===== src/rtl/sjis_pkg.sv =====
`timescale 1ns / 1ps
`default_nettype none
// ----------------------------------------------------------------------------
// sjis_pkg
// Shared constants and codes for the SJIS glyph offset calculator.
// ----------------------------------------------------------------------------
package sjis_pkg;

  typedef enum logic [1:0] {
    KIND_HALF_ONE = 2'd0,
    KIND_HALF_TWO = 2'd1,
    KIND_FULL     = 2'd2
  } glyph_kind_t;

  localparam logic [1:0] USED_ONE = 2'd1;
  localparam logic [1:0] USED_TWO = 2'd2;

  // half-width font segments
  localparam logic [15:0] HALF_BASE_A = 16'h1346;
  localparam logic [15:0] HALF_BASE_B = 16'h34BF;
  localparam logic [15:0] HALF_BASE_C = 16'h4226;
  localparam logic [15:0] HALF_STEP_A = 16'd126;
  localparam logic [15:0] HALF_STEP_B = 16'd127;
  localparam logic [15:0] HALF_STEP_C = 16'd129;

  // full-width font
  localparam logic [31:0] FULL_SPACE  = 32'h0000_0467;
  localparam logic [31:0] FULL_QMARK  = 32'h0000_0987;
  localparam logic [31:0] SYM_STEP    = 32'd164;
  localparam logic [31:0] CYR_STEP    = 32'd165;
  localparam logic [31:0] ROW_SPAN    = 32'd11055;
  localparam logic [31:0] ROW_STRIDE  = ROW_SPAN + CYR_STEP;
  localparam logic [31:0] KANJI1_BASE = 32'd87162;
  localparam logic [31:0] KANJI2_BASE = 32'd80067;
  localparam logic [31:0] KANJI3_SUB  = 32'd2634348;
  localparam logic [15:0] SYM_FIRST   = 16'h8140;
  localparam logic [15:0] CYR_FIRST   = 16'h8440;
  localparam logic [15:0] KANJI_FIRST = 16'h889F;

  // symbol block adjustments, two's complement
  localparam logic [31:0] SYM_ADJ_0  = 32'd1127;
  localparam logic [31:0] SYM_ADJ_1  = 32'd963;
  localparam logic [31:0] SYM_ADJ_2  = 32'd0 - 32'd841;
  localparam logic [31:0] SYM_ADJ_3  = 32'd0 - 32'd2153;
  localparam logic [31:0] SYM_ADJ_4  = 32'd0 - 32'd3957;
  localparam logic [31:0] SYM_ADJ_5  = 32'd0 - 32'd5105;
  localparam logic [31:0] SYM_ADJ_6  = 32'd0 - 32'd5761;
  localparam logic [31:0] SYM_ADJ_7  = 32'd0 - 32'd19209;
  localparam logic [31:0] SYM_ADJ_8  = 32'd0 - 32'd20357;
  localparam logic [31:0] SYM_ADJ_9  = 32'd0 - 32'd21505;
  localparam logic [31:0] SYM_ADJ_10 = 32'd0 - 32'd22161;
  localparam logic [31:0] SYM_ADJ_11 = 32'd0 - 32'd34953;
  localparam logic [31:0] SYM_ADJ_12 = 32'd0 - 32'd35117;
  localparam logic [31:0] SYM_ADJ_13 = 32'd0 - 32'd36429;
  localparam logic [31:0] SYM_ADJ_14 = 32'd0 - 32'd37741;

  localparam logic [31:0] CYR_ADJ_0 = 32'd70992;
  localparam logic [31:0] CYR_ADJ_1 = 32'd68517;
  localparam logic [31:0] CYR_ADJ_2 = 32'd68352;
  localparam logic [31:0] CYR_ADJ_3 = 32'd66207;

endpackage
`default_nettype wire


===== src/rtl/sjis_half_off.sv =====
`timescale 1ns / 1ps
`default_nettype none
// ----------------------------------------------------------------------------
// sjis_half_off
// Half-width byte test and three-segment half-font offset.
// ----------------------------------------------------------------------------
module sjis_half_off (
  input  wire logic [7:0]  byte_in,
  output logic             is_half,
  output logic [15:0]      offset
);

  logic [15:0] base;
  logic [15:0] step;
  logic [7:0]  idx;

  always_comb begin
    is_half = ((byte_in >= 8'h20) && (byte_in <= 8'h7E)) ||
              ((byte_in >= 8'hA1) && (byte_in <= 8'hDF));
    if (byte_in <= 8'h63) begin
      base = sjis_pkg::HALF_BASE_A;
      step = sjis_pkg::HALF_STEP_A;
      idx  = byte_in - 8'h20;
    end else if (byte_in <= 8'h7E) begin
      base = sjis_pkg::HALF_BASE_B;
      step = sjis_pkg::HALF_STEP_B;
      idx  = byte_in - 8'h64;
    end else begin
      base = sjis_pkg::HALF_BASE_C;
      step = sjis_pkg::HALF_STEP_C;
      idx  = byte_in - 8'hA1;
    end
    offset = base + ({8'd0, idx} * step);
  end

endmodule
`default_nettype wire


===== src/rtl/sjis_full_off.sv =====
`timescale 1ns / 1ps
`default_nettype none
// ----------------------------------------------------------------------------
// sjis_full_off
// Full-width font offset from a double-byte code via the range table.
// ----------------------------------------------------------------------------
module sjis_full_off (
  input  wire logic [7:0]  hi,
  input  wire logic [7:0]  lo,
  output logic [31:0]      offset
);

  logic [15:0] code;
  logic [31:0] sym_prod;
  logic [31:0] cyr_prod;
  logic [31:0] kan_prod;
  logic [31:0] sym_adj;
  logic [31:0] cyr_adj;
  logic [7:0]  row;
  logic [31:0] row_prod;
  logic [31:0] kan_base;
  logic [31:0] kan_val;
  logic        lo_low;
  logic        in_k1a;
  logic        in_k1;
  logic        in_k2;
  logic        in_k3;

  always_comb begin
    code     = {hi, lo};
    sym_prod = {16'd0, code - sjis_pkg::SYM_FIRST} * sjis_pkg::SYM_STEP;
    cyr_prod = {16'd0, code - sjis_pkg::CYR_FIRST} * sjis_pkg::CYR_STEP;
    kan_prod = {16'd0, code - sjis_pkg::KANJI_FIRST} * sjis_pkg::CYR_STEP;

    if      (code <= 16'h817E) sym_adj = sjis_pkg::SYM_ADJ_0;
    else if (code <= 16'h81AC) sym_adj = sjis_pkg::SYM_ADJ_1;
    else if (code <= 16'h81BF) sym_adj = sjis_pkg::SYM_ADJ_2;
    else if (code <= 16'h81CE) sym_adj = sjis_pkg::SYM_ADJ_3;
    else if (code <= 16'h81E8) sym_adj = sjis_pkg::SYM_ADJ_4;
    else if (code <= 16'h81F7) sym_adj = sjis_pkg::SYM_ADJ_5;
    else if (code == 16'h81FC) sym_adj = sjis_pkg::SYM_ADJ_6;
    else if (code <= 16'h8258) sym_adj = sjis_pkg::SYM_ADJ_7;
    else if (code <= 16'h8279) sym_adj = sjis_pkg::SYM_ADJ_8;
    else if (code <= 16'h829A) sym_adj = sjis_pkg::SYM_ADJ_9;
    else if (code <= 16'h82F1) sym_adj = sjis_pkg::SYM_ADJ_10;
    else if (code <= 16'h837E) sym_adj = sjis_pkg::SYM_ADJ_11;
    else if (code <= 16'h8396) sym_adj = sjis_pkg::SYM_ADJ_12;
    else if (code <= 16'h83B6) sym_adj = sjis_pkg::SYM_ADJ_13;
    else if (code >= 16'h83BF) sym_adj = sjis_pkg::SYM_ADJ_14;
    else                       sym_adj = 32'd0;

    if      (code <= 16'h8460) cyr_adj = sjis_pkg::CYR_ADJ_0;
    else if (code <= 16'h847E) cyr_adj = sjis_pkg::CYR_ADJ_1;
    else if (code <= 16'h8491) cyr_adj = sjis_pkg::CYR_ADJ_2;
    else if (code >= 16'h849F) cyr_adj = sjis_pkg::CYR_ADJ_3;
    else                       cyr_adj = 32'd0;

    in_k1a = (code >= 16'h889F) && (code <= 16'h88FC);
    in_k1  = (code >= 16'h8940) && (code <= 16'h9872);
    in_k2  = (code >= 16'h989F) && (code <= 16'h9FFC);
    in_k3  = (code >= 16'hE040) && (code <= 16'hEAA4);
    lo_low = (lo <= 8'h7E);

    // kanji rows: code product + base - row * (row span + step), with a one-step trim
    if (in_k3) begin
      row      = hi - 8'hC9;
      kan_base = (32'd0 - sjis_pkg::KANJI3_SUB) -
                 (lo_low ? 32'd0 : sjis_pkg::CYR_STEP);
    end else begin
      row      = hi - 8'h88;
      kan_base = (in_k2 ? sjis_pkg::KANJI2_BASE : sjis_pkg::KANJI1_BASE) +
                 (lo_low ? sjis_pkg::CYR_STEP : 32'd0);
    end
    row_prod = {24'd0, row} * sjis_pkg::ROW_STRIDE;
    kan_val  = kan_prod + kan_base - row_prod;

    if ((code >= sjis_pkg::SYM_FIRST) && (code <= 16'h83D6)) begin
      offset = sym_prod + sym_adj;
    end else if ((code >= sjis_pkg::CYR_FIRST) && (code <= 16'h84BE)) begin
      offset = cyr_prod + cyr_adj;
    end else if ((code >= 16'h8740) && (code <= 16'h879E)) begin
      offset = sjis_pkg::FULL_QMARK;
    end else if (in_k1a) begin
      offset = kan_prod + sjis_pkg::KANJI1_BASE;
    end else if (in_k1 || in_k2 || in_k3) begin
      offset = (lo == 8'h7F) ? sjis_pkg::FULL_SPACE : kan_val;
    end else begin
      offset = sjis_pkg::FULL_SPACE;
    end
  end

endmodule
`default_nettype wire


===== src/rtl/sjis_glyph_offset_calc_core.sv =====
`timescale 1ns / 1ps
`default_nettype none
// ----------------------------------------------------------------------------
// sjis_glyph_offset_calc_core
// SJIS lead/trail byte pair to half- and full-font glyph byte offsets.
// ----------------------------------------------------------------------------
// Input channel: in_valid / in_stall with in_lead_byte and in_trail_byte.
// Result channel: out_valid / out_stall with out_glyph_kind, out_first_offset,
// out_second_offset and out_bytes_used. A transfer takes place on a rising
// edge with valid high and stall low.
// Path from input transfer to result transfer: the input register, then the
// range compares and constant multiplies, then the result register; out_valid
// rises when the result register loads from a full input register.
// One transfer per cycle is sustained on both sides while out_stall is low.
// When out_stall is held, the result register keeps its value, the input
// register fills behind it and in_stall then rises; nothing is dropped.
// Synchronous reset (rst_n low) empties both registers; no set-up is needed.
// ----------------------------------------------------------------------------
module sjis_glyph_offset_calc_core (
  input  wire logic        clk,
  input  wire logic        rst_n,
  input  wire logic        in_valid,
  output logic             in_stall,
  input  wire logic [7:0]  in_lead_byte,
  input  wire logic [7:0]  in_trail_byte,
  output logic             out_valid,
  input  wire logic        out_stall,
  output logic [1:0]       out_glyph_kind,
  output logic [31:0]      out_first_offset,
  output logic [15:0]      out_second_offset,
  output logic [1:0]       out_bytes_used
);

  logic        s1_valid_r;
  logic [7:0]  lead_r;
  logic [7:0]  trail_r;
  logic        out_valid_r;
  logic [1:0]  kind_r;
  logic [31:0] first_r;
  logic [15:0] second_r;
  logic [1:0]  used_r;

  logic        out_load;
  logic        s1_load;
  logic        lead_half;
  logic        trail_half;
  logic [15:0] lead_off;
  logic [15:0] trail_off;
  logic [31:0] full_off;
  logic [1:0]  kind_nxt;
  logic [31:0] first_nxt;
  logic [15:0] second_nxt;
  logic [1:0]  used_nxt;

  sjis_half_off u_half_lead (
    .byte_in (lead_r),
    .is_half (lead_half),
    .offset  (lead_off)
  );

  sjis_half_off u_half_trail (
    .byte_in (trail_r),
    .is_half (trail_half),
    .offset  (trail_off)
  );

  sjis_full_off u_full (
    .hi     (lead_r),
    .lo     (trail_r),
    .offset (full_off)
  );

  assign out_load = !out_valid_r || !out_stall;
  assign s1_load  = !s1_valid_r || out_load;
  assign in_stall = !s1_load;

  always_comb begin
    second_nxt = 16'd0;
    if (lead_half) begin
      first_nxt = {16'd0, lead_off};
      if (trail_half) begin
        kind_nxt   = sjis_pkg::KIND_HALF_TWO;
        second_nxt = trail_off;
        used_nxt   = sjis_pkg::USED_TWO;
      end else begin
        kind_nxt = sjis_pkg::KIND_HALF_ONE;
        used_nxt = sjis_pkg::USED_ONE;
      end
    end else begin
      first_nxt = full_off;
      kind_nxt  = sjis_pkg::KIND_FULL;
      used_nxt  = sjis_pkg::USED_TWO;
    end
  end

  always_ff @(posedge clk) begin
    if (!rst_n) begin
      s1_valid_r  <= 1'b0;
      out_valid_r <= 1'b0;
    end else begin
      if (s1_load) begin
        s1_valid_r <= in_valid;
      end
      if (out_load) begin
        out_valid_r <= s1_valid_r;
      end
    end
  end

  always_ff @(posedge clk) begin
    if (s1_load && in_valid) begin
      lead_r  <= in_lead_byte;
      trail_r <= in_trail_byte;
    end
    if (out_load && s1_valid_r) begin
      kind_r   <= kind_nxt;
      first_r  <= first_nxt;
      second_r <= second_nxt;
      used_r   <= used_nxt;
    end
  end

  assign out_valid         = out_valid_r;
  assign out_glyph_kind    = kind_r;
  assign out_first_offset  = first_r;
  assign out_second_offset = second_r;
  assign out_bytes_used    = used_r;

  // a transfer in always lands in the input register
  a_in_lands: assert property (@(posedge clk) disable iff (!rst_n)
    (in_valid && !in_stall) |=> s1_valid_r)
    else $error("input transfer lost");

  // input register only stalls behind a stalled, full result register
  a_stall_cause: assert property (@(posedge clk) disable iff (!rst_n)
    in_stall |-> (s1_valid_r && out_valid_r && out_stall))
    else $error("input stalled without cause");

  a_one_byte: assert property (@(posedge clk) disable iff (!rst_n)
    (out_valid && (out_glyph_kind == sjis_pkg::KIND_HALF_ONE)) |->
      ((out_bytes_used == sjis_pkg::USED_ONE) && (out_second_offset == 16'd0)))
    else $error("single half-width result malformed");

  a_full_kind: assert property (@(posedge clk) disable iff (!rst_n)
    (out_valid && (out_glyph_kind == sjis_pkg::KIND_FULL)) |->
      ((out_bytes_used == sjis_pkg::USED_TWO) && (out_second_offset == 16'd0)))
    else $error("full-width result malformed");

endmodule
`default_nettype wire

===== config.mk =====
export PLATFORM = sky130hd
export DESIGN_NAME = sjis_glyph_offset_calc_core
export DESIGN_NICKNAME = d
export VERILOG_FILES = /design/src/rtl/sjis_pkg.sv /design/src/rtl/sjis_half_off.sv /design/src/rtl/sjis_full_off.sv /design/src/rtl/sjis_glyph_offset_calc_core.sv
export SDC_FILE = /design/constraint.sdc
export NUM_CORES = 1
export LEC_CHECK = 0
export BUFFER_PORTS_ARGS = -buffer_cell sky130_fd_sc_hd__clkbuf_2
export CORE_MARGIN = 8
export CORE_UTILIZATION = 40
export CTS_BUF_LIST = sky130_fd_sc_hd__clkbuf_8
export DETAILED_ROUTE_END_ITERATION = 7
export RECOVER_POWER = 25
export SLEW_MARGIN = 10
export SYNTH_ARGS = -nofsm -noshare
export SYNTH_HDL_FRONTEND = slang
export SYNTH_HIERARCHICAL = 1
export SYNTH_SLANG_ARGS = --single-unit

===== constraint.sdc =====
create_clock -name clk -period 11.05 [get_ports clk]
set_input_delay 1.6575 -clock clk [delete_from_list [all_inputs] [get_ports clk]]
set_output_delay 1.6575 -clock clk [all_outputs]
set_load 0.02 [all_outputs]

# == Yosys cells after proc, flatten, opt, wreduce, memory -nomap -nowiden ==
# Index checks and enable logic that the tools add are counted.
# totals
regBits,70
input_bits,20
out_inout_bits,54
# classes
addsub,20
multipliers,6
order_cmp,42
n_eq_ne,2
muxes,45
n_reduce_logical,24
# ops
op,n
32-bit two-way mux,25
"16-bit <= comparator, second input constant",23
"16-bit greater-or-equal comparator, second input constant",9
24-bit by 32-bit adder with 32-bit output,3
16-bit two-way mux,5
8-bit two-way mux,9
"16-bit by 8-bit multiplier with 24-bit output, second input constant",2
"16-bit subtractor, second input constant",3
15-bit two-way mux,3
16-bit adder,2
32-bit adder,1
"8-bit by 7-bit <= comparator with 1-bit output, second input constant",4
8-bit by 16-bit multiplier with 16-bit output,2
32-bit by 22-bit subtractor with 32-bit output,1
"32-bit subtractor, first input constant",1
"8-bit subtractor, second input constant",4
"24-bit by 17-bit adder with 25-bit output, second input constant",1
"16-bit by 6-bit multiplier with 22-bit output, second input constant",1
"8-bit by 12-bit multiplier with 20-bit output, second input constant",1
17-bit two-way mux,1
"16-bit equality test, second input constant",1
"8-bit by 6-bit greater-or-equal comparator with 1-bit output, second input constant",2
"8-bit greater-or-equal comparator, second input constant",2
"8-bit <= comparator, second input constant",2
9 further kinds,31

# == Logic depth before layout (Yosys ltp) ==
# Gate-level depths: netlist of run 1.
# logic_depth
depth_word,19
mapped_depth,41

# == Modules after synthesis ==
# Netlist of run 1, hierarchy kept.
# modules_own_cells
mod,instances,cells_per_inst,area_each_um2
sjis_full_off,1,1884,14605.3
sjis_glyph_offset_calc_core,1,134,2585.0
sjis_half_off (u_half_lead),1,293,2508.7
sjis_half_off (u_half_trail),1,299,2467.4

# == Least setup slack after synthesis of run 1 ==
# OpenSTA, ideal clock, no wires.
# synth_path
path_kind,register to register
from,register trail_r[6]
to,"register first_r[23], in the netlist out_first_offset[23] (data pin)"
arrival_time_ns,8.969
t_required_ns,10.793
path_slack_ns,1.824
stages_incl_launch_ff,39
period_less_slack_ns,9.226
cell_sequence,edfxtp_1 -> clkbuf_1 -> inv_1 -> ha_1 -> a21o_1 -> a31oi_1 -> o21bai_1 -> a21o_1 -> clkbuf_1 -> nor2_1 -> xnor2_1 -> inv_1 -> fa_1 -> inv_1 -> ha_1 -> fa_1 -> inv_1 -> fa_1 -> (+3 left out) -> a21oi_1 -> o21ai_0 -> a21boi_1 -> o2111ai_1 -> nand3_1 -> or4_1 -> nand2_1 -> xor2_1 -> fa_1 -> ha_1 -> a21o_1 -> a21o_1 -> a21o_1 -> o41ai_1 -> xor2_1 -> a2111oi_1 -> a211oi_1 -> nor2b_1
# synth_via
elab_chain_cells,18
elab_cells_between_ends,88
classes_between,add/sub (10); mul (4); order compare (33); eq/ne (2); mux (30); reduce/logical (9)
# synth_lines
item,line_no,source
start: declaration,sjis_glyph_offset_calc_core.sv:36,logic [7:0] trail_r;
start signal: assignment,sjis_glyph_offset_calc_core.sv:113,trail_r <= in_trail_byte;
branches (longest 17 deep; another with 24-bit by 32-bit adder with 32-bit output),n/a,
32-bit two-way mux *,sjis_full_off.sv:77,if ((code >= sjis_pkg::SYM_FIRST) && (code <= 16'h83D6)) begin
named net full_off[23],sjis_glyph_offset_calc_core.sv:49,logic [31:0] full_off;
end signal: assignment,sjis_glyph_offset_calc_core.sv:117,first_r <= first_nxt;
end: declaration,sjis_glyph_offset_calc_core.sv:39,logic [31:0] first_r;
# Mark *: on every way through the listed nets, which the timed path passes.
# A chain may end at the register's enable or synchronous reset.

# == Worst setup path in the final report of run 1 ==
# Ends and elaborated chain as after synthesis.

==> results.yml, run 1 <==
placed_design:
  place.gp.congestion: 0.9752
  dpl.hpwl_um: 56410
  io_buffers: 73
clock_network:
  clock-root-buffer: "clkbuf_8"
  clkTransAtPathRegs_ps: 100
  h-tree-depth: 3
  cts_resized: 0
  cts_setup_buffers: 0
  numCtsBuffers: 9
  cts_num_sinks: 70
  cts.hold.buffers_added: 0
  cts_tree: "built"
  clk_path_buf_depth: 2
  clock_latency_ps: 450
die:
  ioPinCount: 74
  chipWidth_um: 251.4
  dieArea_um2: 63200
  start_util_pct: 40.31
  rows: 86
  die_h_um: 251.4
  core_region_area_um2: 54990
global_routing:
  overflow: 0
  grt_max_degree: 53
  grt_pass1_wl_um: 107200
  grt_pass1_vias: 19140
  grt_antenna_before_repair: 3
  groute.usage.overall_pct: 21.29
run_status:
  failed_checks: "max-capacitance violations, max-slew violations"
  status: "finished, violations left"
final_layout:
  final.fill_count: 5532
  nNetsFinal: 3281
  drive_above_1_share_pct: 7.857
  area_growth_pct: 6.565
detailed_routing:
  ant_nets: 0
  drtIter0Drc: 1308
  drc_errors: 0
  wl_um: 67530
  via_count: 18900
  vias_per_cell: 5.544
  drt_pass1_iterations: 5
  detail_route.wl_per_cell_um: 19.81
logic_synthesis:
  synth.most_common_cell: "inv_1"
  syn-instance-count: 2610
  netlist_top_cells_area: "ha_1, fa_1, edfxtp_1"
  yosysSeqAreaShare_pct: 9.393
  synth_enable_flop_cells: 68
  synth_warnings: 6
  synthArstFlopShare_pct: 0
  ys_ff_latch: 70
  synth_common_cells: "inv_1, ha_1, fa_1"
  synth.cell_area_um2: 22170
  synth_top_area_share_pct: 23.31
  ys.flop_type: "edfxtp_1"
  synth_largest_area_cell: "ha_1"
  ys_types: 114
  syn_nets: 3236
  postSynthAreaPerCell_um2: 8.493
min_path:
  hold_class: "reg2reg"
sta:
  tightestPinTransition_ps: 3328
  slew_headroom_pct: -121.9
  rsz0062_at_grt: "no"
  finalSetupTns_ps: 0
  finalSetupViolCount: 0
  skew_ps: 31.92
  fin_crit_sh_pct: 93.48
  fmax_mhz: 96.81
  hold_viol_final: 0
  maxSlewViolCount: 53
  period_needed_ps: 10330
job:
  cap_violations: 1
critical_path:
  cp.buffers_inverters: 7
  crit_required_ps: 11220
  slowest_delay_ps: 550
  r2r_slack_ps: 720
  cp_slowest_cell: "a21o_1"
  worst_setup_path_start_kind: "flop"
  end_kind: "flop"
  crit_path_frequent_cell: "inv_1"
  crit_family: "adder cells"
  worstPathArrival_ps: 10500
  path_class: "reg2reg"
  worstPathMaxFanout: 18
[per-layer routing]
metal	up-vias	share of wire [%]	global-route usage, %
met5	-	0.040	0
met4	4	3.0	7.216
met3	109	6.0	3.594
met2	532	44	33.61
met1	9158	47	29.27
li1	9095	-	-
[path summary, 6_finish.rpt]
path,from,end,cells past startpoint
setup / recovery,trail_r[6]$_DFFE_PP_,out_first_offset[23]$_SDFFCE_PP0P_,37
setup reg to reg,trail_r[6]$_DFFE_PP_,out_first_offset[23]$_SDFFCE_PP0P_,37
hold reg to reg,s1_valid_r$_SDFFE_PN0P_,out_valid$_SDFFE_PN0P_,2
hold / removal,s1_valid_r$_SDFFE_PN0P_,out_valid$_SDFFE_PN0P_,2
[sequential cells by signal (all words and copies together), names as in the netlist]
name	count
lead_r	8
out_bytes_used	2
out_first_offset	32
out_glyph_kind	2
out_second_offset	16
out_valid	1
s1_valid_r	1
trail_r	8
[worst reg2reg max path, delay by kind of cell (launching register included)]
family / cells / cell delay [ps]
buf+inv: 7 / 1100
flops: 1 / 360
simple gates: 5 / 1010
fa+ha+maj: 8 / 3410
xor+xnor: 3 / 780
compound gates: 14 / 3410
[kinds of logic after synthesis]
family	count (synthesis)	share of synthesized area [%]
buf+inv	511	8.896
compound gates	546	16.79
xor+xnor	184	7.400
fa+ha+maj	606	40.74
simple gates	666	15.46
mux	27	1.315
flops	70	9.393
[metrics by stage]
stage          area (µm²)  util [%]  setup WS [ps]  hold WS [ps]  cells
2_1_floorplan       22170         -           1824         466.2   2610
3_3_place_gp        23410     42.57           1096         492.0   3392
3_5_place_dp        23410     42.57          826.8         522.9   3392
4_1_cts             23630     42.97          802.1         534.5   3408
5_1_grt             23620     42.96          37.51         594.8   3409
6_report            23620     42.96          720.6         531.8   3409
[final cells by class]
class,instances,area (µm²),area share [%]
Antenna cell,1,2.502,0.01059
Clock buffer,9,123.9,0.5244
Clock inverter,7,97.59,0.4132
Inverter,447,1680,7.114
Multi-Input combinational cell,2029,18160,76.88
Sequential cell,70,2082,8.814
Tap cell,748,935.9,3.962
Timing Repair Buffer,98,539.3,2.283
[layout by cell type (no fill, tap or decap), types with 11 or more instances in the layout]
cell        n
a211oi_1   25
a21o_1     45
a21oi_1   138
a31oi_1    25
and2_1     18
and3_1     17
and3_2     15
buf_4      24
clkbuf_2   65
edfxtp_1   68
fa_1      193
ha_1      413
inv_1     439
mux2_2     17
nand2_1   139
nand2b_1   36
nand3_1    64
nand4_1    18
nor2_1    170
nor2b_1    43
nor3_1     50
nor4_1     12
o211ai_1   13
o21a_1     17
o21ai_0    88
o21ai_1    15
o21bai_1   15
o22ai_1    13
or2_2      11
or3_1      11
xnor2_1   121
xor2_1     60
Power of run 1 is left out: the tool's default activity adds up to more than one toggle a clock period on the data nets, which glitch-free logic cannot reach.
==> run 2, diff against run 1 <==
--- a/config.mk
+++ b/config.mk
@@ -6,11 +6,13 @@
 export NUM_CORES = 1
 export LEC_CHECK = 0
 export BUFFER_PORTS_ARGS = -buffer_cell sky130_fd_sc_hd__clkbuf_2
+export CORE_ASPECT_RATIO = 0.6
 export CORE_MARGIN = 8
 export CORE_UTILIZATION = 40
 export CTS_BUF_LIST = sky130_fd_sc_hd__clkbuf_8
 export DETAILED_ROUTE_END_ITERATION = 7
 export RECOVER_POWER = 25
+export REMOVE_ABC_BUFFERS = 1
 export SLEW_MARGIN = 10
 export SYNTH_ARGS = -nofsm -noshare
 export SYNTH_HDL_FRONTEND = slang
==> constraint.sdc (replaced) <==
create_clock -name clk -period 9.5 [get_ports clk]
set_input_delay 1.425 -clock clk [delete_from_list [all_inputs] [get_ports clk]]
set_output_delay 1.425 -clock clk [all_outputs]
set_load 0.02 [all_outputs]
==> run 2 against run 1 <==
- the flow still finishes with violations (max-capacitance violations, max-slew violations)
- final cell count hardly changed
- setup slack got worse by 230 ps
- first-iteration DRC count rose by 67%
- die area rose by 0.39%
- clock skew increased by 11 ps
- via count increased by 3.1%
- non-clock buffer count grew 35
- clock-buffer cell count did not move
- core utilization is 0.92 points higher
==> results.yml, run 2 (synthesis results as in run 1) <==
run_status:
  status: "finished, violations left"
  failed_checks: "max-capacitance violations, max-slew violations"
die:
  die_h_um: 198.3
  dieArea_um2: 63450
  rows: 66
  core_region_area_um2: 54500
  start_util_pct: 40.67
  ioPinCount: 74
  chipWidth_um: 319.9
placed_design:
  dp.cells: 3392
  place.gp.congestion: 0.9877
  dpl.hpwl_um: 61180
  io_buffers: 73
global_routing:
  grt_pass1_wl_um: 110500
  grt_antenna_before_repair: 6
  grt_pass1_vias: 18550
  overflow: 0
  groute.usage.overall_pct: 22.62
  grt_max_degree: 53
detailed_routing:
  drt_pass1_iterations: 6
  wirelength_met1_um: 36360
  wl_met3_um: 8957
  ant_nets: 0
  wl_met2_um: 26530
  maxUsedRoutingLayer: "met5"
  vias_per_cell: 5.708
  drc_errors: 0
  via_count: 19480
  detail_route.wl_per_cell_um: 21.41
  drtIter0Drc: 2188
  wl_um: 73040
sta:
  finalSetupViolCount: 0
  skew_ps: 43.32
  fin_crit_sh_pct: 94.87
  hold_viol_final: 0
  maxSlewViolCount: 53
  holdWs_ps: 525.3
  fmax_mhz: 111.0
  tightestPinTransition_ps: 3405
  period_needed_ps: 9012
  slew_headroom_pct: -127.0
critical_path:
  crit_required_ps: 9730
  cp_slowest_cell: "fa_1"
  path_class: "reg2reg"
  r2r_start: "trail_r[6]$_DFFE_PP_"
  worstRegToRegCells: 35
  worstPathMaxFanout: 13
  end_kind: "flop"
  timing.rr.end: "out_first_offset[23]$_SDFFCE_PP0P_"
  slowest_delay_ps: 550
  worst_setup_path_start_kind: "flop"
  crit_path_frequent_cell: "ha_1"
  worstPathArrival_ps: 9240
  r2r_slack_ps: 490
final_layout:
  drive_above_1_share_pct: 9.239
  fin_cells: 3412
  layout_commonest_cell: "inv_1"
  area_growth_pct: 7.891
  mostFrequentLayoutCells: "inv_1, ha_1, fa_1"
  largest_reg_flops: 32
  nNetsFinal: 3316
clock_network:
  clock-root-buffer: "clkbuf_8"
  cts_num_sinks: 70
  numCtsBuffers: 9
  cts.hold.buffers_added: 0
  h-tree-depth: 3
  clock_latency_ps: 480
  cts_tree: "built"
  clkTransAtPathRegs_ps: 130
  clk_path_buf_depth: 2
min_path:
  min_to: "out_valid$_SDFFE_PN0P_"
  hold_class: "reg2reg"
  min-delay-start: "s1_valid_r$_SDFFE_PN0P_"
  min_delay_path_depth: 2
job:
  cap_violations: 1
[run 2: final cells by class]
| type | count | area, µm² |
|---|---|---|
| Antenna cell | 3 | 7.507 |
| Clock buffer | 9 | 123.9 |
| Clock inverter | 7 | 145.1 |
| Fill cell | 5417 | 30590 |
| Inverter | 447 | 1680 |
| Multi-Input combinational cell | 2029 | 18180 |
| Sequential cell | 70 | 2082 |
| Tap cell | 714 | 893.4 |
| Timing Repair Buffer | 133 | 805.8 |
[run 2: worst max-delay path by stage]
stage	start	end	slack, ps	cells after the start
after floorplan	trail_r[1]$_DFFE_PP_	out_first_offset[23]$_SDFFCE_PP0P_	370	36
after global placement	trail_r[6]$_DFFE_PP_	out_first_offset[23]$_SDFFCE_PP0P_	340	35
after detailed placement	trail_r[6]$_DFFE_PP_	out_first_offset[23]$_SDFFCE_PP0P_	170	33
after CTS	trail_r[6]$_DFFE_PP_	out_first_offset[23]$_SDFFCE_PP0P_	100	36
after global routing	trail_r[6]$_DFFE_PP_	out_first_offset[23]$_SDFFCE_PP0P_	-20	35
final	trail_r[6]$_DFFE_PP_	out_first_offset[23]$_SDFFCE_PP0P_	490	35
[run 2: worst max-delay path, delay by kind of cell (launching register included)]
kind | cells | cell delay, ps
flops | 1 | 490
simple gates | 5 | 1250
mux | 1 | 240
compound gates | 14 | 2660
buf+inv | 4 | 460
xor+xnor | 3 | 470
fa+ha+maj | 8 | 3160
[run 2: metal layers]
layer,GRT usage (%),vias to the layer above
li1,-,9150
met1,34.54,9423
met2,28.95,815
met3,9.195,85
met4,4.283,4
met5,0,-
[run 2: what timing repair did]
action | CTS | global route
setup buffers | 0 | 1
resized for setup | 0 | 7
setup endpoints to repair | 0 | 14
[run 2: per-stage QoR]
step	worst slack, ps	utilization [%]	TNS, ps	instance area (µm²)
after floorplan	369.3	-	0	21870
after global placement	342.3	43.32	0	23610
after detailed placement	167.2	43.32	0	23610
after CTS	99.48	43.82	0	23880
after global routing	-16.89	43.87	-16.89	23910
final	487.6	43.88	0	23920
Power of run 2 is left out for the same reason.
